$ cat src/rtl/mer_pkg.sv
// Shared types and constants for the midpoint ellipse rasterizer.
`timescale 1ns / 1ps

package mer_pkg;

	localparam int QUADS      = 4;
	localparam int COLOR_BITS = 24;

	localparam logic REQ_START = 1'b0;
	localparam logic REQ_STEP  = 1'b1;

	typedef enum logic [3:0] {
		ST_WAIT,
		ST_MUL0,
		ST_MUL1,
		ST_MUL2,
		ST_MUL3,
		ST_MUL4,
		ST_MUL5,
		ST_ADV1,
		ST_ADV2,
		ST_ADV3,
		ST_EMIT
	} mer_state_t;

	typedef enum logic [1:0] {
		PH_IDLE,
		PH_ONE,
		PH_TWO
	} mer_phase_t;

	typedef enum logic [1:0] {
		EK_START,
		EK_IDLE,
		EK_POINT
	} mer_kind_t;

	typedef enum logic [2:0] {
		MS_RXSQ,
		MS_RYSQ,
		MS_X1,
		MS_Y2,
		MS_SX1,
		MS_SY2
	} mer_mul_t;

	typedef struct packed {
		logic      load;
		logic      snap;
		logic      mul_en;
		mer_mul_t  mul_sel;
		logic      r1_init;
		logic      adv1;
		logic      adv2;
		logic      adv3;
		logic      emit;
		mer_kind_t kind;
	} mer_ctrl_t;

	typedef struct packed {
		logic idle;
		logic last;
		logic out_free;
	} mer_stat_t;

endpackage

$ cat src/rtl/mer_req_if.sv
// Request channel: start or step words into the rasterizer.
`timescale 1ns / 1ps

interface mer_req_if import mer_pkg::*; #(
	parameter int RADIUS_BITS = 10,
	parameter int COORD_BITS  = 12
);
	logic                          valid;
	logic                          ready;
	logic                          req_type;
	logic signed [COORD_BITS-1:0]  center_x;
	logic signed [COORD_BITS-1:0]  center_y;
	logic [RADIUS_BITS-1:0]        radius_x;
	logic [RADIUS_BITS-1:0]        radius_y;
	logic [QUADS-1:0]              quadrants;
	logic                          fill_mode;
	logic [COLOR_BITS-1:0]         line_color;
	logic [COLOR_BITS-1:0]         fill_color;

	modport source (
		output valid, req_type, center_x, center_y, radius_x, radius_y,
		       quadrants, fill_mode, line_color, fill_color,
		input  ready
	);

	modport sink (
		input  valid, req_type, center_x, center_y, radius_x, radius_y,
		       quadrants, fill_mode, line_color, fill_color,
		output ready
	);
endinterface

$ cat src/rtl/mer_res_if.sv
// Result channel: pixel and span words out of the rasterizer.
`timescale 1ns / 1ps

interface mer_res_if import mer_pkg::*; #(
	parameter int RADIUS_BITS = 10,
	parameter int COORD_BITS  = 12
);
	logic                       valid;
	logic                       ready;
	logic signed [COORD_BITS:0] pixel_x;
	logic signed [COORD_BITS:0] pixel_y;
	logic [RADIUS_BITS:0]       span_length;
	logic [COLOR_BITS-1:0]      out_color;
	logic                       has_pixel;
	logic                       is_last;
	logic                       done_res;

	modport source (
		output valid, pixel_x, pixel_y, span_length, out_color, has_pixel,
		       is_last, done_res,
		input  ready
	);

	modport sink (
		input  valid, pixel_x, pixel_y, span_length, out_color, has_pixel,
		       is_last, done_res,
		output ready
	);
endinterface

$ cat src/rtl/mer_ctrl.sv
// Sequencer for the rasterizer: start multiplies, walk advance and word emission.
`timescale 1ns / 1ps

module mer_ctrl import mer_pkg::*; (
	input  logic      clk,
	input  logic      arst_n,
	input  logic      req_valid,
	input  logic      req_type,
	output logic      req_ready,
	input  mer_stat_t stat,
	output mer_ctrl_t ctrl
);

	mer_state_t state_q, state_d;
	mer_kind_t  kind_q, kind_d;

	always_ff @(posedge clk or negedge arst_n) begin
		if (!arst_n) begin
			state_q <= ST_WAIT;
			kind_q  <= EK_START;
		end else begin
			state_q <= state_d;
			kind_q  <= kind_d;
		end
	end

	always_comb begin
		state_d = state_q;
		kind_d  = kind_q;
		unique case (state_q)
			ST_WAIT: begin
				if (req_valid) begin
					if (req_type == REQ_START) begin
						state_d = ST_MUL0;
						kind_d  = EK_START;
					end else if (stat.idle) begin
						state_d = ST_EMIT;
						kind_d  = EK_IDLE;
					end else begin
						state_d = ST_ADV1;
						kind_d  = EK_POINT;
					end
				end
			end
			ST_MUL0: state_d = ST_MUL1;
			ST_MUL1: state_d = ST_MUL2;
			ST_MUL2: state_d = ST_MUL3;
			ST_MUL3: state_d = ST_MUL4;
			ST_MUL4: state_d = ST_MUL5;
			ST_MUL5: state_d = ST_EMIT;
			ST_ADV1: state_d = ST_ADV2;
			ST_ADV2: state_d = ST_ADV3;
			ST_ADV3: state_d = ST_EMIT;
			ST_EMIT: begin
				// stay until the output is free and, for a step, the last quadrant word has been loaded
				if (stat.out_free && (kind_q != EK_POINT || stat.last)) begin
					state_d = ST_WAIT;
				end
			end
			default: state_d = ST_WAIT;
		endcase
	end

	always_comb begin
		ctrl      = '0;
		req_ready = 1'b0;
		unique case (state_q)
			ST_WAIT: begin
				req_ready = 1'b1;
				ctrl.load = req_valid && (req_type == REQ_START);
				ctrl.snap = req_valid && (req_type == REQ_STEP) && !stat.idle;
			end
			ST_MUL0: begin
				ctrl.mul_en  = 1'b1;
				ctrl.mul_sel = MS_RXSQ;
			end
			ST_MUL1: begin
				ctrl.mul_en  = 1'b1;
				ctrl.mul_sel = MS_RYSQ;
			end
			ST_MUL2: begin
				ctrl.mul_en  = 1'b1;
				ctrl.mul_sel = MS_X1;
			end
			ST_MUL3: begin
				ctrl.mul_en  = 1'b1;
				ctrl.mul_sel = MS_Y2;
			end
			ST_MUL4: begin
				ctrl.mul_en  = 1'b1;
				ctrl.mul_sel = MS_SX1;
			end
			ST_MUL5: begin
				// region one terms are ready; the last product is for region two
				ctrl.mul_en  = 1'b1;
				ctrl.mul_sel = MS_SY2;
				ctrl.r1_init = 1'b1;
			end
			ST_ADV1: ctrl.adv1 = 1'b1;
			ST_ADV2: ctrl.adv2 = 1'b1;
			ST_ADV3: ctrl.adv3 = 1'b1;
			ST_EMIT: begin
				ctrl.emit = stat.out_free;
				ctrl.kind = kind_q;
			end
			default: ctrl = '0;
		endcase
	end

endmodule

$ cat src/rtl/mer_dp.sv
// Datapath: held command, shared multiplier, walk registers and output word register.
`timescale 1ns / 1ps

module mer_dp import mer_pkg::*; #(
	parameter int RADIUS_BITS = 10,
	parameter int COORD_BITS  = 12
) (
	input  logic                         clk,
	input  logic                         arst_n,
	input  mer_ctrl_t                    ctrl,
	output mer_stat_t                    stat,
	input  logic signed [COORD_BITS-1:0] center_x,
	input  logic signed [COORD_BITS-1:0] center_y,
	input  logic [RADIUS_BITS-1:0]       radius_x,
	input  logic [RADIUS_BITS-1:0]       radius_y,
	input  logic [QUADS-1:0]             quadrants,
	input  logic                         fill_mode,
	input  logic [COLOR_BITS-1:0]        line_color,
	input  logic [COLOR_BITS-1:0]        fill_color,
	input  logic                         res_ready,
	output logic                         res_valid,
	output logic signed [COORD_BITS:0]   pixel_x,
	output logic signed [COORD_BITS:0]   pixel_y,
	output logic [RADIUS_BITS:0]         span_length,
	output logic [COLOR_BITS-1:0]        out_color,
	output logic                         has_pixel,
	output logic                         is_last,
	output logic                         done_res
);

	localparam int R  = RADIUS_BITS;
	localparam int C  = COORD_BITS;
	localparam int A  = 3 * RADIUS_BITS + 4;
	localparam int TW = A + 2;
	localparam int PW = (COORD_BITS > RADIUS_BITS) ? COORD_BITS + 1 : RADIUS_BITS + 2;
	localparam logic [R:0] WONE = (R+1)'(1);

	// held command
	logic signed [C-1:0]    cx_q, cy_q;
	logic [R-1:0]           rx_q, ry_q;
	logic [QUADS-1:0]       quads_q;
	logic [COLOR_BITS-1:0]  line_q, fillc_q;

	// start products
	logic [2*R-1:0]         rxsq_q, rysq_q;
	logic signed [A-1:0]    x1i_q, y2i_q, sx1i_q, sy2i_q;

	// walk state
	mer_phase_t             phase_q;
	logic                   fill_q;
	logic [R:0]             wx_q, wy_q;
	logic signed [A-1:0]    xch_q, ych_q, err_q, sx_q, sy_q;

	// step snapshot
	logic [R:0]             swx_q, swy_q;
	logic                   sfill_q;
	logic [QUADS-1:0]       pend_q;

	// output word
	logic                   res_valid_q;
	logic signed [C:0]      pixel_x_q, pixel_y_q;
	logic [R:0]             span_q;
	logic [COLOR_BITS-1:0]  color_q;
	logic                   has_q, last_q, done_q;

	// multiplier
	logic signed [2*R+1:0]  mul_a;
	logic signed [R+1:0]    mul_b;
	logic signed [A-1:0]    prod;

	always_comb begin
		mul_a = '0;
		mul_b = '0;
		case (ctrl.mul_sel)
			MS_RXSQ: begin
				mul_a = (2*R+2)'(rx_q);
				mul_b = (R+2)'(rx_q);
			end
			MS_RYSQ: begin
				mul_a = (2*R+2)'(ry_q);
				mul_b = (R+2)'(ry_q);
			end
			MS_X1: begin
				mul_a = (2*R+2)'(rysq_q);
				mul_b = (R+2)'(1) - {1'b0, rx_q, 1'b0};
			end
			MS_Y2: begin
				mul_a = (2*R+2)'(rxsq_q);
				mul_b = (R+2)'(1) - {1'b0, ry_q, 1'b0};
			end
			MS_SX1: begin
				mul_a = {1'b0, rysq_q, 1'b0};
				mul_b = (R+2)'(rx_q);
			end
			MS_SY2: begin
				mul_a = {1'b0, rxsq_q, 1'b0};
				mul_b = (R+2)'(ry_q);
			end
			default: begin
				mul_a = '0;
				mul_b = '0;
			end
		endcase
	end

	assign prod = mul_a * mul_b;

	// walk arithmetic
	logic signed [A-1:0]  tworx, twory, rxsq_w, rysq_w;
	logic signed [TW-1:0] t_one, t_two;
	logic                 step_x1, step_y2, point, end_one, end_two;
	logic                 r1_go, r2_go, to_idle;

	assign rxsq_w = signed'((A)'(rxsq_q));
	assign rysq_w = signed'((A)'(rysq_q));
	assign tworx  = signed'((A)'({rxsq_q, 1'b0}));
	assign twory  = signed'((A)'({rysq_q, 1'b0}));

	assign t_one   = {err_q[A-1], err_q, 1'b0} + {{2{xch_q[A-1]}}, xch_q};
	assign t_two   = {err_q[A-1], err_q, 1'b0} + {{2{ych_q[A-1]}}, ych_q};
	assign step_x1 = !t_one[TW-1] && (t_one != '0);
	assign step_y2 = !t_two[TW-1] && (t_two != '0);

	assign point   = (rx_q == '0) && (ry_q == '0);
	assign end_one = (phase_q == PH_ONE) && ((sx_q < sy_q) || point);
	assign end_two = (phase_q == PH_TWO) && ((sx_q > sy_q) || point);
	assign r2_go   = ctrl.adv3 && end_one;
	assign r1_go   = ctrl.r1_init || (ctrl.adv3 && end_two && fill_q);
	assign to_idle = ctrl.adv3 && end_two && !fill_q;

	always_ff @(posedge clk) begin
		if (ctrl.load) begin
			cx_q    <= center_x;
			cy_q    <= center_y;
			rx_q    <= radius_x;
			ry_q    <= radius_y;
			quads_q <= quadrants;
			line_q  <= line_color;
			fillc_q <= fill_color;
		end

		if (ctrl.mul_en) begin
			case (ctrl.mul_sel)
				MS_RXSQ: rxsq_q <= prod[2*R-1:0];
				MS_RYSQ: rysq_q <= prod[2*R-1:0];
				MS_X1:   x1i_q  <= prod;
				MS_Y2:   y2i_q  <= prod;
				MS_SX1:  sx1i_q <= prod;
				MS_SY2:  sy2i_q <= prod;
				default: rxsq_q <= rxsq_q;
			endcase
		end

		if (r1_go) begin
			wx_q  <= {1'b0, rx_q};
			wy_q  <= '0;
			xch_q <= x1i_q;
			ych_q <= rxsq_w;
			err_q <= '0;
			sx_q  <= sx1i_q;
			sy_q  <= '0;
		end else if (r2_go) begin
			wx_q  <= '0;
			wy_q  <= {1'b0, ry_q};
			xch_q <= rysq_w;
			ych_q <= y2i_q;
			err_q <= '0;
			sx_q  <= '0;
			sy_q  <= sy2i_q;
		end else if (ctrl.adv1) begin
			if (phase_q == PH_ONE) begin
				wy_q  <= wy_q + WONE;
				sy_q  <= sy_q + tworx;
				err_q <= err_q + ych_q;
				ych_q <= ych_q + tworx;
			end else begin
				wx_q  <= wx_q + WONE;
				sx_q  <= sx_q + twory;
				err_q <= err_q + xch_q;
				xch_q <= xch_q + twory;
			end
		end else if (ctrl.adv2) begin
			if (phase_q == PH_ONE) begin
				if (step_x1) begin
					wx_q  <= wx_q - WONE;
					sx_q  <= sx_q - twory;
					err_q <= err_q + xch_q;
					xch_q <= xch_q + twory;
				end
			end else if (step_y2) begin
				wy_q  <= wy_q - WONE;
				sy_q  <= sy_q - tworx;
				err_q <= err_q + ych_q;
				ych_q <= ych_q + tworx;
			end
		end

		if (ctrl.snap) begin
			swx_q   <= wx_q;
			swy_q   <= wy_q;
			sfill_q <= fill_q;
		end
	end

	always_ff @(posedge clk or negedge arst_n) begin
		if (!arst_n) begin
			phase_q <= PH_IDLE;
			fill_q  <= 1'b0;
		end else if (ctrl.load) begin
			phase_q <= PH_ONE;
			fill_q  <= fill_mode;
		end else if (r2_go) begin
			phase_q <= PH_TWO;
		end else if (ctrl.adv3 && end_two) begin
			// fill pass done: drop into the outline pass, else finish
			phase_q <= to_idle ? PH_IDLE : PH_ONE;
			fill_q  <= 1'b0;
		end
	end

	// quadrant pick: lowest pending bit first
	logic [1:0]       k;
	logic [QUADS-1:0] rest;
	logic             any;

	always_comb begin
		k = 2'd3;
		if (pend_q[2]) k = 2'd2;
		if (pend_q[1]) k = 2'd1;
		if (pend_q[0]) k = 2'd0;
	end

	assign any  = |pend_q;
	assign rest = pend_q & ~(QUADS'(1) << k);

	logic signed [PW-1:0] cx_w, cy_w, wx_w, wy_w, px_w, py_w;

	assign cx_w = PW'(cx_q);
	assign cy_w = PW'(cy_q);
	assign wx_w = signed'(PW'(swx_q));
	assign wy_w = signed'(PW'(swy_q));
	assign px_w = k[0] ? (cx_w - wx_w) : (cx_w + wx_w);

	always_comb begin
		if (k[1]) begin
			py_w = sfill_q ? cy_w : (cy_w + wy_w);
		end else begin
			py_w = cy_w - wy_w;
		end
	end

	logic signed [C:0]     e_px, e_py;
	logic [R:0]            e_len;
	logic [COLOR_BITS-1:0] e_col;
	logic                  e_has, e_last, e_done;

	always_comb begin
		e_px   = '0;
		e_py   = '0;
		e_len  = '0;
		e_col  = '0;
		e_has  = 1'b0;
		e_last = 1'b1;
		e_done = 1'b0;
		case (ctrl.kind)
			EK_START: e_done = 1'b0;
			EK_IDLE:  e_done = 1'b1;
			EK_POINT: begin
				e_done = (phase_q == PH_IDLE);
				if (any) begin
					e_px   = px_w[C:0];
					e_py   = py_w[C:0];
					e_len  = sfill_q ? (swy_q + WONE) : WONE;
					e_col  = sfill_q ? fillc_q : line_q;
					e_has  = 1'b1;
					e_last = (rest == '0);
				end
			end
			default: e_done = 1'b0;
		endcase
	end

	always_ff @(posedge clk or negedge arst_n) begin
		if (!arst_n) begin
			res_valid_q <= 1'b0;
			pend_q      <= '0;
		end else begin
			if (ctrl.snap) begin
				pend_q <= quads_q;
			end else if (ctrl.emit) begin
				pend_q <= rest;
			end
			if (ctrl.emit) begin
				res_valid_q <= 1'b1;
			end else if (res_ready) begin
				res_valid_q <= 1'b0;
			end
		end
	end

	always_ff @(posedge clk) begin
		if (ctrl.emit) begin
			pixel_x_q <= e_px;
			pixel_y_q <= e_py;
			span_q    <= e_len;
			color_q   <= e_col;
			has_q     <= e_has;
			last_q    <= e_last;
			done_q    <= e_done;
		end
	end

	assign stat.idle     = (phase_q == PH_IDLE);
	assign stat.last     = (rest == '0);
	assign stat.out_free = !res_valid_q || res_ready;

	assign res_valid   = res_valid_q;
	assign pixel_x     = pixel_x_q;
	assign pixel_y     = pixel_y_q;
	assign span_length = span_q;
	assign out_color   = color_q;
	assign has_pixel   = has_q;
	assign is_last     = last_q;
	assign done_res    = done_q;

endmodule

$ cat src/rtl/midpoint_ellipse_rasterizer_top.sv
// Top level of the midpoint ellipse rasterizer.
// Start word: six products on one shared multiplier, then one result word;
//   the next request is taken once that word is in the output register.
// Step word: three advance steps, then one word per enabled quadrant (one blank word if none),
//   one a cycle while the output register is free; a step in the idle phase gives one done word.
// Reset clears the walk phase to idle and empties the output register.
`timescale 1ns / 1ps

module midpoint_ellipse_rasterizer_top import mer_pkg::*; #(
	parameter int RADIUS_BITS = 10,
	parameter int COORD_BITS  = 12
) (
	input logic       clk,
	input logic       arst_n,
	mer_req_if.sink   req,
	mer_res_if.source res
);

	mer_ctrl_t ctrl;
	mer_stat_t stat;

	mer_ctrl u_ctrl (
		.clk       (clk),
		.arst_n    (arst_n),
		.req_valid (req.valid),
		.req_type  (req.req_type),
		.req_ready (req.ready),
		.stat      (stat),
		.ctrl      (ctrl)
	);

	mer_dp #(
		.RADIUS_BITS (RADIUS_BITS),
		.COORD_BITS  (COORD_BITS)
	) u_dp (
		.clk         (clk),
		.arst_n      (arst_n),
		.ctrl        (ctrl),
		.stat        (stat),
		.center_x    (req.center_x),
		.center_y    (req.center_y),
		.radius_x    (req.radius_x),
		.radius_y    (req.radius_y),
		.quadrants   (req.quadrants),
		.fill_mode   (req.fill_mode),
		.line_color  (req.line_color),
		.fill_color  (req.fill_color),
		.res_ready   (res.ready),
		.res_valid   (res.valid),
		.pixel_x     (res.pixel_x),
		.pixel_y     (res.pixel_y),
		.span_length (res.span_length),
		.out_color   (res.out_color),
		.has_pixel   (res.has_pixel),
		.is_last     (res.is_last),
		.done_res    (res.done_res)
	);

endmodule

$ cat src/flat_wrapper.sv
// flat-port wrapper written by rule: the top's interface ports become plain ports
module midpoint_ellipse_rasterizer_top_flat import mer_pkg::*;
#(
	parameter int RADIUS_BITS = 10,
	parameter int COORD_BITS  = 12
)
  (clk, arst_n, req_valid, req_req_type, req_center_x, req_center_y, req_radius_x, req_radius_y, req_quadrants, req_fill_mode, req_line_color, req_fill_color, req_ready, res_valid, res_pixel_x, res_pixel_y, res_span_length, res_out_color, res_has_pixel, res_is_last, res_done_res, res_ready);
  mer_req_if #(.RADIUS_BITS(RADIUS_BITS), .COORD_BITS(COORD_BITS)) req_i ();
  mer_res_if #(.RADIUS_BITS(RADIUS_BITS), .COORD_BITS(COORD_BITS)) res_i ();
  input logic clk;
  input logic arst_n;
  input wire logic [$bits(req_i.valid)-1:0] req_valid;
  input wire logic [$bits(req_i.req_type)-1:0] req_req_type;
  input wire logic [$bits(req_i.center_x)-1:0] req_center_x;
  input wire logic [$bits(req_i.center_y)-1:0] req_center_y;
  input wire logic [$bits(req_i.radius_x)-1:0] req_radius_x;
  input wire logic [$bits(req_i.radius_y)-1:0] req_radius_y;
  input wire logic [$bits(req_i.quadrants)-1:0] req_quadrants;
  input wire logic [$bits(req_i.fill_mode)-1:0] req_fill_mode;
  input wire logic [$bits(req_i.line_color)-1:0] req_line_color;
  input wire logic [$bits(req_i.fill_color)-1:0] req_fill_color;
  output wire logic [$bits(req_i.ready)-1:0] req_ready;
  output wire logic [$bits(res_i.valid)-1:0] res_valid;
  output wire logic [$bits(res_i.pixel_x)-1:0] res_pixel_x;
  output wire logic [$bits(res_i.pixel_y)-1:0] res_pixel_y;
  output wire logic [$bits(res_i.span_length)-1:0] res_span_length;
  output wire logic [$bits(res_i.out_color)-1:0] res_out_color;
  output wire logic [$bits(res_i.has_pixel)-1:0] res_has_pixel;
  output wire logic [$bits(res_i.is_last)-1:0] res_is_last;
  output wire logic [$bits(res_i.done_res)-1:0] res_done_res;
  input wire logic [$bits(res_i.ready)-1:0] res_ready;
  assign req_i.valid = req_valid;
  assign req_i.req_type = req_req_type;
  assign req_i.center_x = req_center_x;
  assign req_i.center_y = req_center_y;
  assign req_i.radius_x = req_radius_x;
  assign req_i.radius_y = req_radius_y;
  assign req_i.quadrants = req_quadrants;
  assign req_i.fill_mode = req_fill_mode;
  assign req_i.line_color = req_line_color;
  assign req_i.fill_color = req_fill_color;
  assign req_ready = req_i.ready;
  assign res_valid = res_i.valid;
  assign res_pixel_x = res_i.pixel_x;
  assign res_pixel_y = res_i.pixel_y;
  assign res_span_length = res_i.span_length;
  assign res_out_color = res_i.out_color;
  assign res_has_pixel = res_i.has_pixel;
  assign res_is_last = res_i.is_last;
  assign res_done_res = res_i.done_res;
  assign res_i.ready = res_ready;
  midpoint_ellipse_rasterizer_top #(.RADIUS_BITS(RADIUS_BITS), .COORD_BITS(COORD_BITS)) u_core (.clk(clk), .arst_n(arst_n), .req(req_i), .res(res_i));
endmodule
$ cat config.mk
export PLATFORM = sky130hd
export DESIGN_NAME = midpoint_ellipse_rasterizer_top_flat
export DESIGN_NICKNAME = d
export VERILOG_FILES = /design/src/rtl/mer_pkg.sv /design/src/rtl/mer_req_if.sv /design/src/rtl/mer_res_if.sv /design/src/rtl/mer_ctrl.sv /design/src/rtl/mer_dp.sv /design/src/rtl/midpoint_ellipse_rasterizer_top.sv /design/src/flat_wrapper.sv
export SDC_FILE = /design/constraint.sdc
export NUM_CORES = 2
export LEC_CHECK = 0
export BUFFER_PORTS_ARGS = -buffer_cell sky130_fd_sc_hd__buf_4
export CORE_UTILIZATION = 30
export DETAILED_ROUTE_END_ITERATION = 16
export PLACE_DENSITY_LB_ADDON = 0.2
export SLEW_MARGIN = 20
export SYNTH_ARGS = -nofsm -noshare
export SYNTH_HDL_FRONTEND = slang
export SYNTH_SLANG_ARGS = --single-unit
$ cat constraint.sdc
create_clock -name clk -period 11.1 [get_ports clk]
set_input_delay 2.22 -clock clk [delete_from_list [all_inputs] [get_ports clk]]
set_output_delay 2.22 -clock clk [all_outputs]
set_load 0.05 [all_outputs]
# Yosys cells after proc, flatten, opt, wreduce, memory -nomap -nowiden
# Cells that the tools add are included.
# classes
n_addsub	21
n_mul	1
div	0
magnitude_cmp	2
eq_ne	35
shift	1
mux	84
n_bitwise	3
n_reduce_logical	65
# op_table
op	n
34-bit two-way mux	32
34-bit by 22-bit adder with 34-bit output	4
21-bit one-hot mux with 6 select lines	1
11-bit two-way mux	10
35-bit by 34-bit adder with 36-bit output	2
36-bit nonzero test	2
34-bit adder	2
34-bit by 22-bit subtractor with 34-bit output	2
12-bit one-hot mux with 4 select lines	1
4-bit one-hot mux with 10 select lines	1
13-bit two-way mux	3
34-bit greater-than comparator	1
34-bit < comparator	1
22-bit by 12-bit multiplier with 34-bit output	1
11-bit by 1-bit adder with 11-bit output, second input constant	3
10-bit two-way mux	3
12-bit by 12-bit adder with 13-bit output	2
12-bit by 12-bit subtractor with 13-bit output	2
24-bit two-way mux	1
4-bit two-way mux	6
4-bit one-hot mux with 6 select lines	1
1-bit by 11-bit subtractor with 12-bit output, first input constant	2
11-bit by 1-bit subtractor with 11-bit output, second input constant	2
10-bit zero test	2
39 further kinds	125
# word_totals
regBits	565
latchBits	0
mem_bits_rw	0
rom_bits	0
in_bits	102
wordCells	252
memories	0

# Longest topological paths before layout
# depth
ltp_word	11
depth_mapped	34
ltp_nobuf	32

# Modules after synthesis
# From an unflattened synthesis, not the netlist that was laid out.
# hier_totals
cells_unflattened	5016
hier_area_um2	46632.2
# modules_own_cells
mod	instances	cells_each	area_per_inst_um2	seq_area_each_um2
mer_dp	1	4957	46119.2	15805.2
mer_ctrl	1	59	513.0	150.1

# Worst setup path before layout
# OpenSTA, ideal clock, no wires.
# synth_path
path_type	register to register
start	reg u_core.u_dp.err_q[0]
end	reg u_core.u_dp.sx_q[10], enable pin
t_arrival_ns	9.043
t_required_ns	10.478
setup_slack_ns	1.435
path_stages_with_launch	17
n_path_buf	0
cell_sequence	dfxtp_1 -> ha_1 -> inv_1 -> fa_1 -> nand2b_1 -> a21oi_1 -> or4_1 -> a31oi_2 -> o311a_1 -> or4_1 -> a21oi_2 -> mux2i_1 -> nor4_1 -> a211oi_2 -> nor2_1 -> o21a_1 -> o31ai_1
# synth_between
elab_chain_len	5
elab_cells_between_ends	6
classes_between	add/sub: 1; reduce/logical: 5
# synth_lines
item	line_no	text
from (decl)	mer_dp.sv:52	logic signed [A-1:0] xch_q, ych_q, err_q, sx_q, sy_q;
from (signal assigned)	mer_dp.sv:174	err_q <= err_q + ych_q;
from (signal assigned)	mer_dp.sv:179	err_q <= err_q + xch_q;
from (signal assigned)	mer_dp.sv:187	err_q <= err_q + xch_q;
35-bit by 34-bit adder with 36-bit output *	mer_dp.sv:119	assign t_one = {err_q[A-1], err_q, 1'b0} + {{2{xch_q[A-1]}}, xch_q};
36-bit nonzero test / 1-bit zero test (equally long branches)	mer_dp.sv:121	assign step_x1 = !t_one[TW-1] && (t_one != '0);
1-bit logical AND *	mer_dp.sv:121	
4-bit nonzero test (no line) *	--	
4-bit AND reduction (no line) *	--	
to (signal assigned)	mer_dp.sv:160	sx_q <= sx1i_q;
to (signal assigned)	mer_dp.sv:178	sx_q <= sx_q + twory;
to (signal assigned)	mer_dp.sv:186	sx_q <= sx_q - twory;
to (decl)	mer_dp.sv:52	
# Mark *: on every way between the ends. The rest lies on a longest branch, timed or not.
# A chain may end at the register's enable or synchronous reset.

# Worst setup path in the final report
# layout_path
start	reg u_core.u_ctrl.state_q[2]
end	reg u_core.u_dp.sx1i_q[33], data pin
# layout_between
elab_chain_len	6
elab_cells_between_ends	18
classes_between	mul: 1; eq/ne: 11; mux: 3; reduce/logical: 3
# layout_lines
item	line_no	text
from (decl)	mer_ctrl.sv:14	mer_state_t state_q, state_d;
from (signal assigned)	mer_ctrl.sv:22	state_q <= state_d;
4-bit by 3-bit == test with 1-bit output (tied with other cells)	mer_ctrl.sv:67	unique case (state_q)
4-bit one-hot mux with 6 select lines *	mer_ctrl.sv:67	
3-bit == test (tied with other cells)	mer_dp.sv:74	case (ctrl.mul_sel)
2-bit OR reduction (no line)	--	
12-bit one-hot mux with 4 select lines	mer_dp.sv:74	
22-bit by 12-bit multiplier with 34-bit output *	mer_dp.sv:106	assign prod = mul_a * mul_b;
named net u_core.u_dp.prod[33]	mer_dp.sv:69	logic signed [A-1:0] prod;
to (signal assigned)	mer_dp.sv:148	MS_SX1: sx1i_q <= prod;
to (decl)	mer_dp.sv:46	logic signed [A-1:0] x1i_q, y2i_q, sx1i_q, sy2i_q;
# The timed path passes the listed nets; every way through them passes the cells marked *.

==> flow_summary.yaml <==
global_route:
  grt_overflow: 0
  first_global_vias: 37500
  grt_pass1_wl_mm: 230
  gr-usage-all-layers: 0.190
  grt_max_degree: 175
  antenna_found_initial: 4
synth:
  async_flop_share: 0.0248
  synth_area_um2: 46500
  ys_seq_elements: 565
  yosys.cell_types.count: 92
  synthFlopType: "edfxtp_1"
  ys_seq_area_frac: 0.343
  yosys_warnings: 0
  synth_nets: 5748
  synth_edf_count: 457
  syn_avg_cell_area_um2: 9.29
  syn_inst: 5011
setup_path:
  cp-end-kind: "flip-flop"
  max_stage_delay_ns: 0.73
  path_max_fanout: 34
  slowest_stage: "nand3_1"
  required_ns: 11.56
  worst_path_dominant_cell_family: "adder cells"
  crit_path_start_kind: "flip-flop"
  crit_type: "flip-flop to flip-flop"
  cp.arrival_ns: 9.81
  crit_buf_inv: 6
routing:
  ant_nets: 0
  viasPerCell: 5.28
  drtIter0Drc: 2807
  wl_per_cell_um: 21.0
  first_pass_iters: 7
  wl_mm: 151
  drc: 0
  dr_total_vias: 38000
run:
  maxCapViolCount: 0
placed_design:
  gp_congestion: 0.909
  numPortBuffers: 167
  place_hpwl_mm: 116
die:
  die_x_um: 396
  core_um2: 154000
  ioPinCount: 168
  dieArea_um2: 157000
  start_util: 0.302
  num_rows: 144
  dieHeight_um: 396
cts:
  hold_buffers: 0
  cts.sinks: 565
  insertion_delay_ns: 0.65
  clkSlewWorstSetupHoldPaths_ns: 0.06
  ctsResizeCount: 0
  cts_root_buffer: "clkbuf_16"
  post_cts_buffers: 0
  h-tree-depth: 3
  max-clock-path-buffers: 3
  cts_inserted_buffers: 72
  cts_tree: "built"
cells_and_area:
  final_nets: 5826
  areaGrowthSynthToFinish_pct: 12.6
  drive_above_1_share: 0.0748
timing:
  finClkSkew_ns: 0.0337
  period_share: 0.842
  min_period_ns: 9.35
  setup_tns_ns: 0
  tightest_slew_ns: 1.19
  setup-violations-final: 0
  hold_viol: 0
  slew_headroom: 0.203
  slew_viol_final: 0
  max_clock_freq_mhz: 107
  rsz0062_at_grt: "false"
outcome:
  status: "finished clean"
hold_path:
  hold_class: "flip-flop to flip-flop"
[state kept, by name (all words and copies together), names as in the netlist, 12 cells and up]
signal,flops
u_core.u_dp.sx_q,34
u_core.u_dp.x1i_q,34
u_core.u_dp.cx_q,12
u_core.u_dp.y2i_q,34
u_core.u_dp.out_color,24
u_core.u_dp.sy2i_q,34
u_core.u_dp.sy_q,34
u_core.u_dp.rysq_q,20
u_core.u_dp.pixel_x,13
u_core.u_dp.cy_q,12
u_core.u_dp.pixel_y,13
u_core.u_dp.fillc_q,24
u_core.u_dp.line_q,24
u_core.u_dp.sx1i_q,34
u_core.u_dp.err_q,34
u_core.u_dp.ych_q,34
u_core.u_dp.xch_q,34
u_core.u_dp.rxsq_q,20
[final cells by class]
class                           instances  area [um^2]
Timing Repair Buffer                  203         1550
Clock buffer                           87         1960
Inverter                              415         1560
Tap cell                             2044         2560
Sequential cell                       565        16000
Clock inverter                         44          448
Multi-Input combinational cell       3832        28400
Fill cell                           15800       102000
Antenna cell                            3         7.51
[metrics by stage]
stage	hold slack (ns)	cell area [um^2]	setup WS (ns)	util	std cells
after floorplan	0.426	46500	1.43	-	5011
after detailed placement	0.449	50000	1.73	0.324	7059
final	0.465	52400	1.75	0.340	7193
after CTS	0.465	52400	1.65	0.340	7190
after global routing	0.476	52400	0.838	0.340	7190
after global placement	0.450	50000	1.84	0.324	7059
[synth_stat cells, types with 11 or more instances]
master / count / area, um^2
and2_1: 59 / 369
nand2b_1: 43 / 269
clkbuf_1: 167 / 627
nor4_1: 21 / 131
nand3_1: 115 / 576
a222oi_1: 19 / 190
and3_1: 42 / 263
or4_1: 11 / 82.6
dfrtp_1: 14 / 350
ha_1: 431 / 5390
o21ai_0: 312 / 1560
o21bai_1: 59 / 443
o22ai_1: 17 / 106
o31ai_1: 61 / 458
a31oi_1: 50 / 313
edfxtp_1: 457 / 13700
dfxtp_1: 94 / 1880
a21oi_1: 392 / 1960
xor2_1: 106 / 928
nand2_1: 517 / 1940
o41ai_1: 17 / 149
o211ai_1: 22 / 165
a22oi_1: 39 / 293
or3_1: 28 / 175
buf_2: 13 / 65.1
a21boi_0: 17 / 128
inv_1: 413 / 1550
nor3_1: 89 / 445
or2_2: 17 / 106
nor2b_1: 47 / 294
mux2i_1: 49 / 490
a2111oi_0: 16 / 140
a211oi_1: 84 / 631
nand4_1: 45 / 282
a21o_1: 135 / 1010
xnor2_1: 177 / 1550
nor2_1: 374 / 1400
buf_1: 13 / 48.8
o21a_1: 40 / 300
fa_1: 204 / 4080
[kinds of logic after synthesis]
family,after synthesis,share of synthesized area
mux,52,0.0113
buf+inv,614,0.0505
fa+ha+maj,636,0.204
xor+xnor,283,0.0533
flops,565,0.343
other cells,1,0.0000806
compound gates,1414,0.195
simple gates,1446,0.143
[placed cells by master (no fill, tap or decap), types with 94 or more instances in the layout]
| cell type | n |
|---|---|
| nor2_1 | 369 |
| ha_1 | 431 |
| xor2_1 | 106 |
| fa_1 | 204 |
| inv_1 | 410 |
| a21o_1 | 134 |
| o21ai_0 | 311 |
| dfxtp_1 | 94 |
| edfxtp_1 | 457 |
| buf_4 | 201 |
| nand3_1 | 114 |
| a21oi_1 | 391 |
| nand2_1 | 517 |
| xnor2_1 | 177 |
[worst register-to-register path: cells and delay by family (launching register included)]
kind / cells / cell delay (ns)
adders and majority gates: 6 / 2.48
DFF: 1 / 0.56
and+or+nand+nor: 9 / 2.48
buffers and inverters: 6 / 1.46
AOI/OAI and AO/OA: 9 / 2.16
[worst paths after layout]
check	from	endpoint	slack [ns]	cells past startpoint
worst min register to register	u_core.u_dp.wx_q[4]	u_core.u_dp.swx_q[4]	0.47	0
worst max register to register	u_core.u_ctrl.state_q[2]	u_core.u_dp.sx1i_q[33]	1.75	30
max in group asynchronous	arst_n	u_core.u_ctrl.state_q[0]	9.51	1
worst min-delay path	u_core.u_dp.wx_q[4]	u_core.u_dp.swx_q[4]	0.47	0
worst max-delay path	u_core.u_ctrl.state_q[2]	u_core.u_dp.sx1i_q[33]	1.75	30
min in group asynchronous	arst_n	u_core.u_ctrl.state_q[1]	1.41	1
[per-layer routing]
layer / share of wire / track usage / vias to the layer above
met5: 0.000060 / 0 / -
met1: 0.47 / 0.270 / 18600
li1: - / - / 18300
met2: 0.45 / 0.304 / 909
met3: 0.051 / 0.0221 / 171
met4: 0.024 / 0.0512 / 2
Power is left out: the tool's default activity adds up to more than one toggle a clock period on the data nets, which glitch-free logic cannot reach.
